## src/rtl/mcst_pkg.sv

```systemverilog
// ----------------------------------------------------------------------------
// mcst_pkg
// Shared constants, codes and types of the multi-channel soft timer unit.
// ----------------------------------------------------------------------------
package mcst_pkg;

   localparam int NUM_TIMERS = 16;  // 1 .. 16

   localparam int IDX_W   = (NUM_TIMERS > 1) ? $clog2(NUM_TIMERS) : 1;
   localparam int ALLOC_W = $clog2(NUM_TIMERS + 1);
   localparam int CMP_W   = (ALLOC_W > 4) ? ALLOC_W : 4;

   localparam int CMD_W    = 2;
   localparam int HANDLE_W = 4;
   localparam int PERIOD_W = 32;
   localparam int STATUS_W = 2;
   localparam int MASK_W   = 16;

   typedef enum logic [CMD_W-1:0] {
      CMD_TICK   = 2'd0,
      CMD_CREATE = 2'd1,
      CMD_START  = 2'd2,
      CMD_STOP   = 2'd3
   } cmd_type;

   typedef enum logic [STATUS_W-1:0] {
      STAT_OK        = 2'd0,
      STAT_NOT_FOUND = 2'd1,
      STAT_FULL      = 2'd2
   } status_type;

   typedef enum logic [1:0] {
      S_IDLE,
      S_SWEEP,
      S_FINISH
   } state_type;

   // Control from the sequencer to the timer datapath
   typedef struct packed {
      logic                rd_en;
      logic [IDX_W-1:0]    rd_addr;
      logic                upd_en;
      logic [IDX_W-1:0]    upd_addr;
      logic                upd_run;
      logic                clr_en;
      logic [IDX_W-1:0]    clr_addr;
      logic                per_wr_en;
      logic [IDX_W-1:0]    per_wr_addr;
      logic [PERIOD_W-1:0] per_wr_data;
   } dp_ctrl_type;

endpackage

```

## src/rtl/mcst_req_if.sv

```systemverilog
// ----------------------------------------------------------------------------
// mcst_req_if
// Command channel: valid/ready handshake with the command payload.
// ----------------------------------------------------------------------------
interface mcst_req_if;
   logic                          valid;
   logic                          ready;
   logic [mcst_pkg::CMD_W-1:0]    cmd;
   logic [mcst_pkg::HANDLE_W-1:0] handle;
   logic [mcst_pkg::PERIOD_W-1:0] timeout;
   logic                          start_now;

   modport source (output valid, cmd, handle, timeout, start_now, input ready);
   modport sink   (input valid, cmd, handle, timeout, start_now, output ready);
endinterface

```

## src/rtl/mcst_rsp_if.sv

```systemverilog
// ----------------------------------------------------------------------------
// mcst_rsp_if
// Result channel: valid/ready handshake with status, handle and expiry mask.
// ----------------------------------------------------------------------------
interface mcst_rsp_if;
   logic                          valid;
   logic                          ready;
   logic [mcst_pkg::STATUS_W-1:0] status;
   logic [mcst_pkg::HANDLE_W-1:0] new_handle;
   logic [mcst_pkg::MASK_W-1:0]   expired_mask;

   modport source (output valid, status, new_handle, expired_mask, input ready);
   modport sink   (input valid, status, new_handle, expired_mask, output ready);
endinterface

```

## src/rtl/multi_channel_soft_timer_unit.sv

```systemverilog
// ----------------------------------------------------------------------------
// multi_channel_soft_timer_unit
// Table of periodic timers driven by tick, create, start and stop commands.
// ----------------------------------------------------------------------------
// Every command returns exactly one result. Create, start and stop are
// accepted in the idle state and their result is loaded into the output
// register from the finish state once that register is free. A tick walks
// the whole table through one read port of the counter and period memories
// and one shared increment-and-compare unit, one timer per cycle, before its
// result goes the same way. The command port is ready only while the
// sequencer is idle; the result register lets the next command in while an
// earlier result still waits to be taken. No clearing pass is needed after
// reset.
module multi_channel_soft_timer_unit (
   input  logic       clock,
   input  logic       reset,
   mcst_req_if.sink   req_bus,
   mcst_rsp_if.source rsp_bus
);

   mcst_pkg::dp_ctrl_type dp_ctrl;
   logic                  dp_hit;

   mcst_ctrl u_ctrl (
      .clock   (clock),
      .reset   (reset),
      .req_bus (req_bus),
      .rsp_bus (rsp_bus),
      .dp_ctrl (dp_ctrl),
      .dp_hit  (dp_hit)
   );

   mcst_timer_dp u_dp (
      .clock (clock),
      .ctrl  (dp_ctrl),
      .hit   (dp_hit)
   );

endmodule

```

## src/rtl/mcst_timer_dp.sv

```systemverilog
// ----------------------------------------------------------------------------
// mcst_timer_dp
// Counter and period memories with the shared increment and compare unit.
// ----------------------------------------------------------------------------
module mcst_timer_dp (
   input  logic                  clock,
   input  mcst_pkg::dp_ctrl_type ctrl,
   output logic                  hit
);

   logic [mcst_pkg::PERIOD_W-1:0] count_mem  [mcst_pkg::NUM_TIMERS];
   logic [mcst_pkg::PERIOD_W-1:0] period_mem [mcst_pkg::NUM_TIMERS];

   logic [mcst_pkg::PERIOD_W-1:0] count_rd_ff;
   logic [mcst_pkg::PERIOD_W-1:0] period_rd_ff;
   logic [mcst_pkg::PERIOD_W:0]   count_next;

   always_ff @(posedge clock) begin
      if (ctrl.rd_en) begin
         count_rd_ff  <= count_mem[ctrl.rd_addr];
         period_rd_ff <= period_mem[ctrl.rd_addr];
      end
   end

   // Increment with carry so an all-ones count still compares correctly
   assign count_next = {1'b0, count_rd_ff} + (mcst_pkg::PERIOD_W + 1)'(1);
   assign hit        = (count_next >= {1'b0, period_rd_ff});

   always_ff @(posedge clock) begin
      if (ctrl.clr_en) begin
         count_mem[ctrl.clr_addr] <= '0;
      end else if (ctrl.upd_en && ctrl.upd_run) begin
         count_mem[ctrl.upd_addr] <= hit ? '0 : count_next[mcst_pkg::PERIOD_W-1:0];
      end
   end

   always_ff @(posedge clock) begin
      if (ctrl.per_wr_en) begin
         period_mem[ctrl.per_wr_addr] <= ctrl.per_wr_data;
      end
   end

endmodule

```

## src/rtl/mcst_ctrl.sv

```systemverilog
// ----------------------------------------------------------------------------
// mcst_ctrl
// Command sequencer: run flags, allocation count, tick sweep and result
// register.
// ----------------------------------------------------------------------------
module mcst_ctrl (
   input  logic                  clock,
   input  logic                  reset,
   mcst_req_if.sink              req_bus,
   mcst_rsp_if.source            rsp_bus,
   output mcst_pkg::dp_ctrl_type dp_ctrl,
   input  logic                  dp_hit
);

   localparam logic [mcst_pkg::IDX_W-1:0]   LAST_IDX =
      mcst_pkg::IDX_W'(mcst_pkg::NUM_TIMERS - 1);
   localparam logic [mcst_pkg::ALLOC_W-1:0] FULL_CNT =
      mcst_pkg::ALLOC_W'(mcst_pkg::NUM_TIMERS);

   mcst_pkg::state_type state_ff, state_in;

   logic [mcst_pkg::NUM_TIMERS-1:0] running_ff, running_in;
   logic [mcst_pkg::ALLOC_W-1:0]    allocated_ff, allocated_in;
   logic [mcst_pkg::IDX_W-1:0]      rd_idx_ff, rd_idx_in;
   logic                            issue_ff, issue_in;
   logic                            upd_valid_ff, upd_valid_in;
   logic [mcst_pkg::IDX_W-1:0]      upd_idx_ff, upd_idx_in;
   logic [mcst_pkg::MASK_W-1:0]     mask_ff, mask_in;
   logic [mcst_pkg::STATUS_W-1:0]   status_ff, status_in;
   logic [mcst_pkg::HANDLE_W-1:0]   nh_ff, nh_in;
   logic                            out_valid_ff, out_valid_in;
   logic [mcst_pkg::STATUS_W-1:0]   out_status_ff, out_status_in;
   logic [mcst_pkg::HANDLE_W-1:0]   out_nh_ff, out_nh_in;
   logic [mcst_pkg::MASK_W-1:0]     out_mask_ff, out_mask_in;

   logic                            found;
   logic [mcst_pkg::IDX_W-1:0]      req_idx;
   logic [mcst_pkg::IDX_W-1:0]      new_idx;
   logic [mcst_pkg::NUM_TIMERS:0]   alloc_span;

   assign found   = (mcst_pkg::CMP_W'(req_bus.handle) < mcst_pkg::CMP_W'(allocated_ff));
   assign req_idx = mcst_pkg::IDX_W'(req_bus.handle);
   assign new_idx = mcst_pkg::IDX_W'(allocated_ff);

   assign rsp_bus.valid        = out_valid_ff;
   assign rsp_bus.status       = out_status_ff;
   assign rsp_bus.new_handle   = out_nh_ff;
   assign rsp_bus.expired_mask = out_mask_ff;

   always_ff @(posedge clock) begin
      if (reset) begin
         state_ff     <= mcst_pkg::S_IDLE;
         running_ff   <= '0;
         allocated_ff <= '0;
         issue_ff     <= 1'b0;
         upd_valid_ff <= 1'b0;
         out_valid_ff <= 1'b0;
      end else begin
         state_ff     <= state_in;
         running_ff   <= running_in;
         allocated_ff <= allocated_in;
         issue_ff     <= issue_in;
         upd_valid_ff <= upd_valid_in;
         out_valid_ff <= out_valid_in;
      end
   end

   always_ff @(posedge clock) begin
      rd_idx_ff     <= rd_idx_in;
      upd_idx_ff    <= upd_idx_in;
      mask_ff       <= mask_in;
      status_ff     <= status_in;
      nh_ff         <= nh_in;
      out_status_ff <= out_status_in;
      out_nh_ff     <= out_nh_in;
      out_mask_ff   <= out_mask_in;
   end

   always_comb begin
      state_in      = state_ff;
      running_in    = running_ff;
      allocated_in  = allocated_ff;
      rd_idx_in     = rd_idx_ff;
      issue_in      = 1'b0;
      upd_valid_in  = 1'b0;
      upd_idx_in    = rd_idx_ff;
      mask_in       = mask_ff;
      status_in     = status_ff;
      nh_in         = nh_ff;
      out_valid_in  = out_valid_ff && !rsp_bus.ready;
      out_status_in = out_status_ff;
      out_nh_in     = out_nh_ff;
      out_mask_in   = out_mask_ff;
      req_bus.ready = 1'b0;

      dp_ctrl             = '0;
      dp_ctrl.rd_addr     = rd_idx_ff;
      dp_ctrl.upd_addr    = upd_idx_ff;
      dp_ctrl.upd_run     = running_ff[upd_idx_ff];
      dp_ctrl.clr_addr    = req_idx;
      dp_ctrl.per_wr_addr = new_idx;
      dp_ctrl.per_wr_data = req_bus.timeout;

      unique case (state_ff)
         mcst_pkg::S_IDLE: begin
            req_bus.ready = 1'b1;
            if (req_bus.valid) begin
               status_in = mcst_pkg::STAT_OK;
               nh_in     = '0;
               mask_in   = '0;
               state_in  = mcst_pkg::S_FINISH;
               unique case (mcst_pkg::cmd_type'(req_bus.cmd)) inside
                  mcst_pkg::CMD_TICK: begin
                     state_in  = mcst_pkg::S_SWEEP;
                     rd_idx_in = '0;
                     issue_in  = 1'b1;
                  end
                  mcst_pkg::CMD_CREATE: begin
                     if (allocated_ff == FULL_CNT) begin
                        status_in = mcst_pkg::STAT_FULL;
                     end else begin
                        dp_ctrl.clr_en      = 1'b1;
                        dp_ctrl.clr_addr    = new_idx;
                        dp_ctrl.per_wr_en   = 1'b1;
                        running_in[new_idx] = req_bus.start_now;
                        allocated_in        = allocated_ff + mcst_pkg::ALLOC_W'(1);
                        nh_in               = mcst_pkg::HANDLE_W'(allocated_ff);
                     end
                  end
                  mcst_pkg::CMD_START, mcst_pkg::CMD_STOP: begin
                     if (found) begin
                        dp_ctrl.clr_en      = 1'b1;
                        running_in[req_idx] = (req_bus.cmd == mcst_pkg::CMD_START);
                     end else begin
                        status_in = mcst_pkg::STAT_NOT_FOUND;
                     end
                  end
                  default: begin
                     state_in = mcst_pkg::S_FINISH;
                  end
               endcase
            end
         end

         mcst_pkg::S_SWEEP: begin
            // Read one entry a cycle; update the entry read in the cycle before
            dp_ctrl.rd_en  = issue_ff;
            dp_ctrl.upd_en = upd_valid_ff;
            upd_valid_in   = issue_ff;
            upd_idx_in     = rd_idx_ff;
            if (issue_ff && (rd_idx_ff != LAST_IDX)) begin
               issue_in  = 1'b1;
               rd_idx_in = rd_idx_ff + mcst_pkg::IDX_W'(1);
            end
            if (upd_valid_ff && running_ff[upd_idx_ff] && dp_hit) begin
               mask_in = mask_ff | (mcst_pkg::MASK_W'(1) << upd_idx_ff);
            end
            if (upd_valid_ff && (upd_idx_ff == LAST_IDX)) begin
               state_in = mcst_pkg::S_FINISH;
            end
         end

         mcst_pkg::S_FINISH: begin
            // Hold until the result register is free
            if (!out_valid_ff || rsp_bus.ready) begin
               out_valid_in  = 1'b1;
               out_status_in = status_ff;
               out_nh_in     = nh_ff;
               out_mask_in   = mask_ff;
               state_in      = mcst_pkg::S_IDLE;
            end
         end

         default: begin
            state_in = mcst_pkg::S_IDLE;
         end
      endcase
   end

   assign alloc_span = ((mcst_pkg::NUM_TIMERS + 1)'(1) << allocated_ff)
                       - (mcst_pkg::NUM_TIMERS + 1)'(1);

   a_alloc_bound: assert property (@(posedge clock) disable iff (reset)
      allocated_ff <= FULL_CNT)
      else $error("allocation count beyond table size");

   a_run_alloc: assert property (@(posedge clock) disable iff (reset)
      (running_ff & ~alloc_span[mcst_pkg::NUM_TIMERS-1:0]) == '0)
      else $error("unallocated timer marked running");

   a_sweep_end: assert property (@(posedge clock) disable iff (reset)
      (state_ff == mcst_pkg::S_SWEEP) && upd_valid_ff && (upd_idx_ff == LAST_IDX)
      |=> (state_ff == mcst_pkg::S_FINISH))
      else $error("tick sweep did not finish after last entry");

   a_no_write_clash: assert property (@(posedge clock) disable iff (reset)
      !(dp_ctrl.clr_en && dp_ctrl.upd_en))
      else $error("counter clear and sweep update in same cycle");

   a_err_payload: assert property (@(posedge clock) disable iff (reset)
      out_valid_ff && (out_status_ff != mcst_pkg::STAT_OK)
      |-> (out_nh_ff == '0) && (out_mask_ff == '0))
      else $error("failed command carries handle or expiry bits");

endmodule
```

## src/flat_wrapper.sv

```systemverilog
// flat-port wrapper written by rule: the top's interface ports become plain ports
module multi_channel_soft_timer_unit_flat 
  (clock, reset, req_bus_valid, req_bus_cmd, req_bus_handle, req_bus_timeout, req_bus_start_now, req_bus_ready, rsp_bus_valid, rsp_bus_status, rsp_bus_new_handle, rsp_bus_expired_mask, rsp_bus_ready);
  mcst_req_if req_bus_i ();
  mcst_rsp_if rsp_bus_i ();
  input  logic clock;
  input  logic reset;
  input wire logic [$bits(req_bus_i.valid)-1:0] req_bus_valid;
  input wire logic [$bits(req_bus_i.cmd)-1:0] req_bus_cmd;
  input wire logic [$bits(req_bus_i.handle)-1:0] req_bus_handle;
  input wire logic [$bits(req_bus_i.timeout)-1:0] req_bus_timeout;
  input wire logic [$bits(req_bus_i.start_now)-1:0] req_bus_start_now;
  output wire logic [$bits(req_bus_i.ready)-1:0] req_bus_ready;
  output wire logic [$bits(rsp_bus_i.valid)-1:0] rsp_bus_valid;
  output wire logic [$bits(rsp_bus_i.status)-1:0] rsp_bus_status;
  output wire logic [$bits(rsp_bus_i.new_handle)-1:0] rsp_bus_new_handle;
  output wire logic [$bits(rsp_bus_i.expired_mask)-1:0] rsp_bus_expired_mask;
  input wire logic [$bits(rsp_bus_i.ready)-1:0] rsp_bus_ready;
  assign req_bus_i.valid = req_bus_valid;
  assign req_bus_i.cmd = req_bus_cmd;
  assign req_bus_i.handle = req_bus_handle;
  assign req_bus_i.timeout = req_bus_timeout;
  assign req_bus_i.start_now = req_bus_start_now;
  assign req_bus_ready = req_bus_i.ready;
  assign rsp_bus_valid = rsp_bus_i.valid;
  assign rsp_bus_status = rsp_bus_i.status;
  assign rsp_bus_new_handle = rsp_bus_i.new_handle;
  assign rsp_bus_expired_mask = rsp_bus_i.expired_mask;
  assign rsp_bus_i.ready = rsp_bus_ready;
  multi_channel_soft_timer_unit u_core (.clock(clock), .reset(reset), .req_bus(req_bus_i), .rsp_bus(rsp_bus_i));
endmodule
```

## config.mk

```make
export PLATFORM = sky130hd
export DESIGN_NAME = multi_channel_soft_timer_unit_flat
export DESIGN_NICKNAME = d
export VERILOG_FILES = /design/src/rtl/mcst_pkg.sv /design/src/rtl/mcst_req_if.sv /design/src/rtl/mcst_rsp_if.sv /design/src/rtl/multi_channel_soft_timer_unit.sv /design/src/rtl/mcst_timer_dp.sv /design/src/rtl/mcst_ctrl.sv /design/src/flat_wrapper.sv
export SDC_FILE = /design/constraint.sdc
export NUM_CORES = 1
export LEC_CHECK = 0
export BUFFER_PORTS_ARGS = -buffer_cell sky130_fd_sc_hd__buf_2
export CAP_MARGIN = 30
export CORE_MARGIN = 2
export CORE_UTILIZATION = 60
export DETAILED_ROUTE_END_ITERATION = 6
export GPL_ROUTABILITY_DRIVEN = 0
export PLACE_DENSITY_LB_ADDON = 0.3
export SLEW_MARGIN = 40
export SYNTH_ARGS = -nofsm -noshare
export SYNTH_HDL_FRONTEND = slang
export SYNTH_SLANG_ARGS = --single-unit
```

## constraint.sdc

```tcl
create_clock -name clock -period 5.25 [get_ports clock]
set_clock_uncertainty 0.2 [all_clocks]
set_input_delay 1.575 -clock clock [delete_from_list [all_inputs] [get_ports clock]]
set_output_delay 1.575 -clock clock [all_outputs]
set_load 0.01 [all_outputs]
```

==> summary.md, run 1 <==
| Metric | Value |
|---|---|
| Area Overhead vs Synth | 12.5% |
| Cell repeated most along the worst path | nand4_1 |
| Worst min-delay path class | register to register |
| Avg Vias per Cell | 6.45 |
| Cells after Synth | approximately 2,700 |
| Maximum vdd drop | 0.000307 V |
| All-layer global routing usage | 0.268 |
| Commonest non-fill, non-tap cells in the layout | 1,136 x edfxtp_1, 194 x mux2i_1, 175 x o21ai_0, 132 x mux4_2, 123 x nand2_1 |
| # Post-CTS Setup Buffers | 0 |
| Register area share after synthesis | 0.746 |
| Antenna violations before repair | 8 |
| Critical Path Max Stage Delay | 0.64 ns |
| Routed vias | 25,170 |
| Number of nets in the layout | about 2,900 |
| Status | finished, violations left |
| Vias in the first global route | 25,148 |
| Pin slew with the least headroom to its limit | 0.826 ns |
| DRT iter0 DRCs | 3,334 |
| Setup crit end kind | register |
| Netlist Area Pre-Place | around 47,000 um2 |
| FP Rows | 102 |
| H-tree Lvls | 3 |
| Die W | between 200 and 300 um |
| Yosys warnings | 0 |
| Final period utilization | 0.898 |
| Hold Buf Count CTS | 0 |
| Library cells used by synthesis | 50 |
| Max-cap violations | 0 |
| Top Layer Used | met5 |
| Total power draw | 18.3 mW |
| Full die area | about 80,000 um2 |
| Largest area contributor in the netlist | edfxtp_1 |
| Pre-CTS setup slack | 0.316 ns |
| Core area | 77,100 um2 |
| Clk Latency, worst-skew pair | 0.67 ns |
| Main synth FF type | edfxtp_1 |
| Fmax | 0.212 GHz |
| Largest net degree at the start of global routing | approximately 130 |
| CP max-delay cell | or3_4 |
| Final Critical Period | 4.72 ns |
| Global-route wire length before repair | 156,000 um |
| Die Ht | ~280 um |
| Static Leakage | 16.5 nW |
| I/O Buffers | 66 |
| Worst EP arrival | between 4 and 5 ns |
| Clk sinks | 1,166 |
| Largest cells by area after synthesis | edfxtp_1 73%, mux4_2 6.4%, mux2i_1 4.2% |
| Setup CP Type | register to register |
| Most common cell after layout, fill and taps aside | edfxtp_1 |
| Met2 WL | 52,700 um |
| Reg-to-reg slack, setup | 0.53 ns |
| Top cell type's share of synthesized area | 0.733 |
| Clk buf depth | 3 |
| Root buf cell | clkbuf_16 |
| Clock Pin Slew Worst Setup and Hold Paths | 0.06 ns |
| CP startpoint kind | register |
| Violated checks | DRC |
| Drt wl/cell | roughly 27 um |
| Initial Utilization | 0.604 |
| RSZ-0062 raised after global routing | no |
| CTS Buf Count | 110 |
| Cts repair resizes | 0 |
| Post-route setup slack | between 0.5 and 0.6 ns |
| Crit Path Max Fanout | 32 |
| Layout cell share with drive strength beyond 1 | 0.201 |
| Setup TNS Final | 0 ns |
| Wire length on met1 | 42,200 um |
| Worst path required time | about 5.4 ns |
| Total Routed Length | 106,000 um |
| Setup-failing EPs final | 0 |
| Synth Net Count | around 2,700 |
| Gr ovfl total | 0 |
| Total power divided by cell area | approximately 350 nW/um2 |
| Pre-antenna DRT Iters | 7 |
| Residual DRC count | 1 |
| Ports | 67 |
| Met3 wire length | 7600 um |
| CTS tree | built |
| Fin. Hold Viols | 0 |
| Post-synthesis register bit count | about 1,200 |
| Max Slew Vio Count | 0 |
| Syn_area_per_cell | 17.5 um2 |
| Dpl hpwl | 56,600 um |
| Cell Chain, Critical Path | nand4_1 > or4_4 > nor3_1 > nand2_1 > xnor2_1 > ha_1 > nand4_1 > nor3_1 > nand4_1 > o22ai_1 > or3_4 > nor2b_2 |
| Post-synth EDFFs | 1,136 |
| Slew headroom | 0.449 |
| Post-synth ARST share | 0 |
| Final ANT Viol Nets | 0 |
==> registers in the layout, indices dropped and copies added, names as in the netlist <==
signal / flops
u_core.u_dp.count_mem: 512
u_core.u_dp.period_mem: 512
u_core.u_dp.count_rd_ff: 32
u_core.u_dp.period_rd_ff: 32
u_core.u_ctrl.mask_ff: 16
u_core.u_ctrl.rsp_bus.expired_mask: 16
u_core.u_ctrl.running_ff: 16
u_core.u_ctrl.allocated_ff: 5
u_core.u_ctrl.nh_ff: 4
u_core.u_ctrl.rd_idx_ff: 4
u_core.u_ctrl.rsp_bus.new_handle: 4
u_core.u_ctrl.upd_idx_ff: 4
u_core.u_ctrl.rsp_bus.status: 2
u_core.u_ctrl.state_ff: 2
u_core.u_ctrl.status_ff: 2
u_core.u_ctrl.issue_ff: 1
u_core.u_ctrl.rsp_bus.valid: 1
u_core.u_ctrl.upd_valid_ff: 1
==> synth_stat cells (57+ instances only) <==
| cell | n |
|---|---|
| a221oi_1 | 80 |
| edfxtp_1 | 1136 |
| clkbuf_1 | 93 |
| mux2i_1 | 194 |
| o21ai_0 | 175 |
| a22oi_1 | 67 |
| a21oi_1 | 108 |
| nor2_1 | 74 |
| mux2_2 | 64 |
| nand2_1 | 124 |
| mux4_2 | 132 |
| inv_1 | 57 |
==> area by class of cell <==
cell class,count,area [um2]
fill,4901,24700
clock buffer,140,2940
sequential,1166,34700
timing repair buffer,143,1230
inverter,57,215
tap,1040,1300
clock inverter,60,497
antenna,6,15.0
multi-input combinational,1290,11500
==> worst max-delay path: cells and delay by family, from the launching register on <==
kind,cells,cell delay (ns)
flip-flops,1,0.42
adder cells (fa/ha/maj),1,0.24
XOR/XNOR,1,0.40
AO/OA/AOI/OAI,1,0.24
AND/OR/NAND/NOR,9,2.84
==> layer usage <==
| layer | vias up | track usage |
|---|---|---|
| li1 | 10881 | - |
| met1 | 12856 | 0.370 |
| met2 | 1207 | 0.446 |
| met3 | 220 | 0.0368 |
| met4 | 6 | 0.0885 |
| met5 | - | 0 |
==> logic make-up after synthesis <==
group                      count (synthesis)  synth area share
muxes                                    390             0.121
buffers and inverters                    197            0.0169
xor gates and xnor gates                  35           0.00658
AOI/OAI and AO/OA                        471            0.0625
DFF                                     1166             0.746
and+or+nand+nor                          353            0.0363
adders and majority gates                 41            0.0110
==> worst paths after layout <==
check / startpoint / endpoint / cells after the start
worst max-delay path: u_core.u_dp.count_rd_ff[5] / u_core.u_dp.count_mem[7][21] / 12
worst min-delay path: u_core.u_ctrl.status_ff[0] / u_core.u_ctrl.rsp_bus.status[0] / 0
worst max register to register: u_core.u_dp.count_rd_ff[5] / u_core.u_dp.count_mem[7][21] / 12
worst min register to register: u_core.u_ctrl.status_ff[0] / u_core.u_ctrl.rsp_bus.status[0] / 0
==> where the power goes <==
part | switching [mW] | internal [mW]
Sequential | 0.0307 | 10.2
Combinational | 0.338 | 0.177
Clock | 3.29 | 4.24
Total | 3.65 | 14.6
==> per-stage QoR <==
stage	instances	instance area (um2)	util	hold WS (ns)
after floorplan	2653	46600	-	0.171
after global placement	3692	48800	0.633	0.206
after detailed placement	3695	48800	0.633	0.206
after CTS	3895	52300	0.678	0.218
after global routing	3900	52400	0.680	0.230
final	3902	52400	0.680	0.217
(Power assumes the default switching activity.)
==> run 2: changes to the inputs <==
- CTS_BUF_LIST: not set -> sky130_fd_sc_hd__clkbuf_4
==> run 2 against run 1 <==
  * Sequential share of layout area is 0.089 points lower
  * Die area stayed put
  * Total power is 1.7% lower
  * Setup slack worse by 0.13 ns
  * Clock-buffer cell count is 284 higher
  * Global-route usage is 0.45 points higher
  * Non-clock buffer count stayed put
  * Combinational power hardly changed
  * Final cell count is 7.5% higher
  * Via count is 4.9% higher
  * The run now ends clean
  * Flip-flop and latch count stayed put
==> summary.md, run 2 (synthesis gave the netlist of run 1 again) <==
| Metric | Value |
|---|---|
| I/O Buffers | 66 (unchanged) |
| FP Rows | 102 (unchanged) |
| Crit Path Max Fanout | 32 (unchanged) |
| Setup CP Type | register to register |
| Final Critical Period | 4.84 ns (+0.130 ns) |
| Setup crit end kind | register |
| Worst path required time | 5.74 ns (+0.36 ns) |
| Pre-antenna DRT Iters | 7 (unchanged) |
| Initial Utilization | 0.604 (unchanged) |
| RSZ-0062 raised after global routing | no |
| Area Overhead vs Synth | 12.7% |
| Setup TNS Final | 0 ns (unchanged) |
| Total power divided by cell area | 342 nW/um2 (-1.9%) |
| Cell Int Power | 14.2 mW (-3.1%) |
| Residual DRC count | 0 (-1) |
| Max-cap violations | 0 (unchanged) |
| Clk buf depth | 4 (+1) |
| Total Routed Length | 107,000 um (+1.1%) |
| Fin. Hold Viols | 0 (unchanged) |
| Status | finished, final reports clean |
| Layout cell share with drive strength beyond 1 | 0.273 (+0.0726) |
| Sw Ratio | 0.211 (+0.0111) |
| Gr ovfl total | 0 (unchanged) |
| Clock Power Share | 0.401 (-0.011) |
| Hold Buf Count CTS | 0 (unchanged) |
| Largest net degree at the start of global routing | 132 (unchanged) |
| Die Ht | 283 um (unchanged) |
| Root buf cell | clkbuf_4 |
| Drt wl/cell | 25.5 um (-5.9%) |
| Die W | 283 um (unchanged) |
| Avg Vias per Cell | 6.29 (-2.4%) |
| Post-route insts no fill | 4,193 (+7.5%) |
| Max Slew Vio Count | 0 (unchanged) |
| Largest registers | u_core.u_dp.count_mem x512, u_core.u_dp.period_mem x512 |
| Most common cell after layout, fill and taps aside | edfxtp_1 |
| Static Leakage | 16.9 nW (+2.6%) |
| Worst min-delay path class | register to register |
| Dpl hpwl | 56,600 um (unchanged) |
| Hold WS | 0.210 ns (-0.00701 ns) |
| Area after DPL | 48,800 um2 (unchanged) |
| Routed vias | 26,393 (+4.9%) |
| Sequential Power Share | 0.570 (+0.010) |
| Worst EP arrival | 5.34 ns (+0.49 ns) |
| H-tree Lvls | 5 (+2) |
| All-layer global routing usage | 0.272 (+0.00448) |
| # Post-CTS Setup Buffers | 0 (unchanged) |
| CTS Buf Count | 303 (+180%) |
| Switching power | 3.79 mW (+3.7%) |
| Final period utilization | 0.923 (+0.0247) |
| CTS tree | built |
| CP startpoint kind | register |
| Clock Pin Slew Worst Setup and Hold Paths | 0.07 ns (about the same) |
| Setup-failing EPs final | 0 (unchanged) |
| Combinational fraction of design power | 0.029 (about the same) |
| Commonest non-fill, non-tap cells in the layout | 1,136 x edfxtp_1, 424 x clkbuf_4, 194 x mux2i_1, 175 x o21ai_0, 132 x mux4_2 |
| Pin slew with the least headroom to its limit | 0.838 ns (+0.0123 ns) |
| Full die area | 79,800 um2 (unchanged) |
| Antenna violations before repair | 7 (-1) |
| Cts repair resizes | 0 (unchanged) |
| Post-Layout Inst Area | 52,500 um2 (+0.13%) |
| Global-route wire length before repair | 158,000 um (+1.6%) |
| Maximum vdd drop | 0.000316 V (+3.1%) |
| Fmax | 0.206 GHz (-2.7%) |
| Slew headroom | 0.440 (-0.00944) |
| Core area | 77,100 um2 (unchanged) |
| Placed insts | 3,695 (unchanged) |
| Number of nets in the layout | 3,045 (+6.8%) |
| Clk sinks | 1,166 (unchanged) |
| DRT iter0 DRCs | 3,099 (-7.0%) |
| Ports | 67 (unchanged) |
| Vias in the first global route | 26,757 (+6.4%) |
| Clk Latency, worst-skew pair | 1.11 ns (+0.44 ns) |
| Final ANT Viol Nets | 0 (unchanged) |
-- run 2: cell type report --
type | count | area [um2]
sequential | 1166 | 34700
fill | 5049 | 24600
inverter | 57 | 215
tap | 1040 | 1300
clock inverter | 68 | 323
clock buffer | 424 | 3180
multi-input combinational | 1290 | 11500
timing repair buffer | 143 | 1230
antenna | 5 | 12.5
-- run 2: final timing paths --
path	from	to	slack (ns)	cells past startpoint
max	u_core.u_dp.count_rd_ff[10]	u_core.u_dp.count_mem[2][4]	0.41	12
min	u_core.u_ctrl.status_ff[1]	u_core.u_ctrl.rsp_bus.status[1]	0.21	0
max reg2reg	u_core.u_dp.count_rd_ff[10]	u_core.u_dp.count_mem[2][4]	0.41	12
min reg2reg	u_core.u_ctrl.status_ff[1]	u_core.u_ctrl.rsp_bus.status[1]	0.21	0
-- run 2: power by group through the flow --
| stage | Sequential [mW] | Clock [mW] | Combinational, mW |
|---|---|---|---|
| after CTS | 10.2 | 7.36 | 0.509 |
| after global placement | 10.4 | 0 | 0.488 |
| after detailed placement | 10.4 | 0 | 0.507 |
| after floorplan | 10.4 | 0 | 0.298 |
| final | 10.2 | 7.21 | 0.514 |
| after global routing | 10.2 | 7.86 | 0.554 |
-- run 2: critical path, stage by stage, from the launching register on --
cell and delay [ns]:
edfxtp_1 0.45, nand4_1 0.12, or4_4 0.59, nor3_1 0.30, nand2_1 0.11, xnor2_1 0.42, ha_1 0.24, nand4_1 0.14
nor3_1 0.52, nand4_1 0.14, o22ai_1 0.24, or3_4 0.65, nor2b_2 0.29
-- run 2: metrics by stage --
step                 util  worst slack [ns]  total power [mW]
global route        0.680             0.167              18.7
global placement    0.633             0.577              10.9
floorplan               -             0.307              10.7
finish              0.680             0.405              18.0
detailed placement  0.633             0.316              10.9
CTS                 0.679             0.330              18.1
-- run 2: per-layer routing --
layer | global-route usage | vias to the layer above | wire, um
li1 | - | 11446 | -
met1 | 0.361 | 13341 | 41900
met2 | 0.445 | 1378 | 53100
met3 | 0.0633 | 222 | 9090
met4 | 0.101 | 6 | 2630
met5 | 0 | - | 40
